`config.mk`:
```
export PLATFORM = sky130hd
export DESIGN_NAME = segx_queue
export DESIGN_NICKNAME = d
export VERILOG_FILES = /design/src/rtl/segx_pkg.sv /design/src/rtl/segx_queue.sv
export SDC_FILE = /design/constraint.sdc
export NUM_CORES = 1
export LEC_CHECK = 0
export CAP_MARGIN = 15
export CORE_MARGIN = 10
export CORE_UTILIZATION = 50
export DETAILED_ROUTE_END_ITERATION = 10
export DONT_BUFFER_PORTS = 1
export PLACE_DENSITY_LB_ADDON = 0.25
export SLEW_MARGIN = 20
export SYNTH_ARGS = -nofsm -noshare
export SYNTH_HDL_FRONTEND = slang
export SYNTH_SLANG_ARGS = --single-unit
```
`constraint.sdc`:
```
create_clock -name clk -period 8.38 [get_ports clk]
set_input_delay 0.838 -clock clk [delete_from_list [all_inputs] [get_ports clk]]
set_output_delay 0.838 -clock clk [all_outputs]
set_load 0.005 [all_outputs]
```
`src/rtl/segx_pkg.sv`:
```
// Shared types, widths and status codes for the segment intersection block.
// No dependencies; every other file in rtl/ refers to this package.
package segx_pkg;

  localparam int COORD_W   = 32;
  localparam int DIFF_W    = COORD_W + 1;
  localparam int PROD_W    = 2 * DIFF_W;
  localparam int CROSS_W   = PROD_W + 1;
  localparam int DEN_W     = CROSS_W + 1;
  localparam int NUM_LO_W  = DEN_W / 2;
  localparam int NUM_HI_W  = DEN_W - NUM_LO_W;
  localparam int MAG_W     = DEN_W + COORD_W;

  localparam logic [2:0] ST_FOUND    = 3'd0;
  localparam logic [2:0] ST_SAME_AB  = 3'd1;
  localparam logic [2:0] ST_SHARED   = 3'd2;
  localparam logic [2:0] ST_NO_CROSS = 3'd3;
  localparam logic [2:0] ST_OUTSIDE  = 3'd4;

  typedef struct packed {
    logic signed [COORD_W-1:0] ax;
    logic signed [COORD_W-1:0] ay;
    logic signed [COORD_W-1:0] bx;
    logic signed [COORD_W-1:0] by_coord;
    logic signed [COORD_W-1:0] cx;
    logic signed [COORD_W-1:0] cy;
    logic signed [COORD_W-1:0] dx;
    logic signed [COORD_W-1:0] dy;
  } seg_in_t;

  typedef struct packed {
    logic                      found;
    logic [2:0]                status;
    logic signed [COORD_W-1:0] cross_x;
    logic signed [COORD_W-1:0] cross_y;
  } seg_out_t;

  // Classified work handed from the front end to the divide back end.
  typedef struct packed {
    logic [2:0]                status;
    logic signed [COORD_W-1:0] ax;
    logic signed [COORD_W-1:0] ay;
    logic [COORD_W-1:0]        bx_mag;
    logic                      bx_neg;
    logic [COORD_W-1:0]        by_mag;
    logic                      by_neg;
    logic [DEN_W-1:0]          num;
    logic [DEN_W-1:0]          den;
  } job_t;

endpackage

```
`src/rtl/segx_queue.sv`:
```
// Short queue of classified jobs between the front end and the back end.
// Depends on segx_pkg for the entry type.
module segx_queue #(
  parameter int DEPTH = 4
) (
  input  logic                        clk,
  input  logic                        rst,
  input  logic                        push,
  input  segx_pkg::job_t              wdata,
  input  logic                        pop,
  output segx_pkg::job_t              rdata,
  output logic [$clog2(DEPTH+1)-1:0]  count
);

  localparam int AW = $clog2(DEPTH);
  localparam int CNW = $clog2(DEPTH + 1);

  segx_pkg::job_t  entries [DEPTH];
  logic [AW-1:0]   wptr, rptr;

  always_ff @(posedge clk) begin
    if (rst) begin
      wptr  <= '0;
      rptr  <= '0;
      count <= '0;
    end else begin
      if (push) begin
        wptr <= (wptr == AW'(DEPTH - 1)) ? '0 : wptr + 1'b1;
      end
      if (pop) begin
        rptr <= (rptr == AW'(DEPTH - 1)) ? '0 : rptr + 1'b1;
      end
      count <= count + CNW'(push) - CNW'(pop);
    end
  end

  always_ff @(posedge clk) begin
    if (push) begin
      entries[wptr] <= wdata;
    end
  end

  assign rdata = entries[rptr];

endmodule

```
# Word-level counts from Yosys, hierarchy flattened

Memory sizes are Yosys's and may differ from the RTL's. A register that Yosys moved wholly into a read port is not among the register bits.
Cells that the tools add are included.

Flip-flop bits (word level): 7
Memory bits (writable): 1076
Word-level logic and storage cells: 16
Memories kept: 1
Bits of input ports: 273
Output and inout bits: 272

Memories:

| name    | words | width | rd ports | clocked after Yosys merged registers in | write ports | line             | source |
|---|---|---|---|---|---|---|---|
| entries | 4     | 269   | 1        | 1                                       | 1           | segx_queue.sv:18 | `segx_pkg::job_t entries [DEPTH];` |

Equal/unequal tests: 2
Multiplexer cells: 6
Add/subtract/negate cells: 4

Operators with widths:

| operator            | number |
|---|---|
| $mux 2              | 4 |
| $add 2x1->2 const B | 2 |
| $eq 2x2->1 const B  | 2 |
| $add 3x1->3         | 1 |
| $sub 3x1->3         | 1 |
| $mux 1              | 2 |

# Logic depth before layout (Yosys ltp)

Word-level depth: 4
Mapped depth: 8
Depth with buffers taken out: 8

# Least setup slack after synthesis

No wires, ideal clock.

Path type: input to register
Start point: input push
End point: memory entries[0][0] (netlist name) (enable)
Path buffers: 0
Arrival time: 6913 ps
Required time: 7717 ps
Stages on the path: 1
Slack: 803 ps
Path through: and2_1

Longest elaborated chain between the ends: 2

Ends and longest elaborated chain:

| what                         | line             | source |
|---|---|---|
| start, declared              | segx_queue.sv:8  | `input logic push,` |
| $mux 1                       | segx_queue.sv:38 | `if (push) begin` |
| $mux 1 (not written as such) | segx_queue.sv:39 | `entries[wptr] <= wdata;` |
| end, declared                | segx_queue.sv:18 |  |

No other way between the ends.

==> flow_metrics.py <==
metrics = {
    "placed_design": {
        "place_area_sq_um": 40300,
        "hpwl_mm": 49.3,
        "gp_congestion": 0.749,
        "port-buffer-count": 0,
    },
    "synth": {
        "yosys-top-cells-area": "edfxtp_1 (82%), mux4_2 (15%), buf_6 (0.72%)",
        "yosysTopAreaCellShare_pct": 82.3,
        "synth_cells": 1445,
        "synth_fp_nets": 1726,
        "synth_warnings": 0,
        "yosys.area.top_type": "edfxtp_1",
        "synth-seq-cells": 1085,
        "synth.distinct_cells": 17,
        "synth_area_sq_um": 39300,
        "synth-seq-area-share_pct": 82.8,
        "avgSynthCellArea_sq_um": 27.2,
    },
    "route": {
        "dr_total_vias": 15400,
        "routed_wirelength_mm": 79.4,
        "wl_met3_mm": 8.65,
        "maxUsedRoutingLayer": "met5",
        "first_iter_violations": 1271,
        "drt_pre_antenna_iters": 4,
        "drc": 0,
        "met2_length_mm": 41.6,
        "postRouteAntennaNets": 0,
        "wl_per_cell_um": 30.2,
        "wl_met1_mm": 26.6,
        "vias_per_cell": 5.87,
    },
    "power": {
        "seqPwrFrac_pct": 54.9,
        "netSwitchingFraction_pct": 20.6,
        "combPwrFrac_pct": 5.6,
        "peakVddDrop_v": 0.000255,
        "internal-power_mw": 9.07,
        "power_density_nw_per_um2": 261,
        "p_switching_mw": 2.35,
        "power_frac_clock_pct": 39.5,
        "p_leak_nw": 13.3,
    },
    "global_routing": {
        "grt_pass1_vias": 16300,
        "grt_antenna_before_repair": 3,
        "grt_max_degree": 150,
        "grtUsageTotal_pct": 17.5,
        "grt_pass1_wl_mm": 116,
        "overflow": 0,
    },
    "final_layout": {
        "drive_above_1_share_pct": 27.7,
        "fin_nets": 1790,
        "fin_area_sq_um": 43700,
        "area_growth_pct": 11.4,
        "antennaDiodeCount": 0,
    },
    "critical_path": {
        "start_kind": "flop",
        "slowest_delay_ns": 0.96,
        "endpoint_kind": "primary output",
        "worstSetupPathType": "flop to primary output",
        "path_delay_family": "buffers and inverters",
        "timing.critical_path.buf_inv": 2,
        "cp_slowest_cell": "dfxtp_4",
        "arrival_ns": 3.41,
        "crit_chain": "buf_12 > buf_4 > mux4_2",
        "worst_ep_required_time_ns": 7.54,
        "crit_fanout": 109,
    },
    "clock_tree": {
        "cts_resized": 0,
        "cts_max_path_buffers": 3,
        "cts_buffers": 107,
        "cts_sinks": 1085,
        "cts.reportedPaths.clkPinSlew_ns": 0.06,
        "clkLatencyLatePin_ns": 0.66,
        "htreeDepth": 3,
        "postCtsSetupRepairBufs": 0,
        "cts_tree": "built",
        "root_buffer": "clkbuf_16",
        "cts_hold_buf": 0,
    },
    "timing": {
        "hold_viol_final": 0,
        "finalCritPeriodShare_pct": 50.7,
        "slew_headroom_pct": 13.7,
        "worst_slew_pin_slew_ns": 1.29,
        "setup_viol": 0,
        "fin_hold_ws_ns": 0.237,
        "fmax_mhz": 235,
        "maxSlewViolCount": 0,
        "period_needed_ns": 4.25,
        "setup_tns_ns": 0,
        "skew_ns": 0.0386,
        "rsz0062_at_grt": "no",
    },
    "floorplanning": {
        "die_w_um": 300,
        "io_pins": 545,
        "die-area_sq_um": 90100,
        "die_y_um": 300,
        "start_util_pct": 50.6,
        "row_count": 102,
        "coreArea_sq_um": 77600,
    },
    "worst_hold_path": {
        "hold_class": "input pin to flop",
    },
    "flow_run": {
        "cap_violations": 0,
    },
    "run_status": {
        "status": "complete, no violations",
    },
}
cells in the mapped netlist:
cell type,number
a21oi_1,2
and2_1,4
buf_2,28
buf_6,25
clkbuf_1,7
dfxtp_1,9
edfxtp_1,1076
fa_1,1
ha_1,7
inv_1,5
mux2i_1,2
mux4_2,269
nand2b_1,2
nor2_1,4
nor2b_1,1
or3b_2,2
xnor3_1,1
cell usage in the layout, fill, tap and decap left out:
master	n
mux4_2	269
inv_16	1
buf_4	6
clkinv_2	25
nand2b_1	2
bufinv_16	7
a21oi_1	2
buf_12	9
nor2_1	4
clkinv_1	25
dfxtp_4	2
clkinv_16	3
fa_1	1
clkinvlp_4	4
xnor3_1	1
ha_1	7
clkbuf_1	17
edfxtp_1	1076
or3b_2	2
nor2b_1	1
mux2i_1	2
inv_1	5
dfxtp_1	7
and2_4	4
clkbuf_16	109
worst paths after layout:
check / slack [ns] / start / to / cells past startpoint
setup / recovery: 4.13 / flop / rdata[13] / 3
hold / removal: 0.24 / rst / count[1] / 1
setup reg to reg: 5.57 / wptr[0] / entries[0][264] / 4
hold reg to reg: 0.51 / rptr[0] / flop / 2
worst register-to-register path, stage by stage (launching register included):
cell and delay (ns):
dfxtp_1 0.35, inv_1 0.10, ha_1 0.15, and2_4 0.79
buf_4 0.94
flip-flops by register name (all words and copies together), names as in the netlist, named ones only:
signal / cells
rptr: 2
count: 3
entries: 1076
wptr: 2
area by class of cell:
cell class / count / area [sq um]
clock buffers: 126 / 2790
flip-flops and latches: 1085 / 32500
inverters: 5 / 18.8
repair buffers: 15 / 225
multi-input cells: 295 / 6300
clock inverters: 65 / 569
fillers: 5564 / 33900
well taps: 1040 / 1300
cell families (layout without fill, tap and decap cells):
group	count (synthesis)	after routing	share of synthesized area [%]
simple gates	13	13	0.194
xor+xnor	1	1	0.0574
flops	1085	1085	82.8
fa+ha+maj	8	8	0.274
buf+inv	65	211	1.19
mux	271	271	15.5
compound gates	2	2	0.0255
layer usage:
metal  vias to the layer above  track usage (%)
li1                       6413                -
met1                      8313             19.4
met2                       581             29.7
met3                       130             7.83
met4                         6             6.14
met5                         -                0
power by group through the flow:
stage                     clock network, mW  registers [mW]  logic [mW]
after floorplan                           0            6.40       0.486
after global placement                    0            6.38       0.663
after detailed placement                  0            6.39       0.663
after CTS                              4.62            6.28       0.667
after global routing                   4.85            6.29       0.684
final                                  4.51            6.27       0.637
through the flow:
step	power (mW)	utilization (%)	std cells	setup WS (ns)
final	11.4	56.3	2631	4.13
after global routing	11.8	56.3	2631	3.64
after CTS	11.6	56.3	2631	3.77
after detailed placement	7.05	52.0	2440	4.48
after global placement	7.04	51.9	2438	4.52
after floorplan	6.89	-	1445	0.803
(Power assumes the default switching activity.)
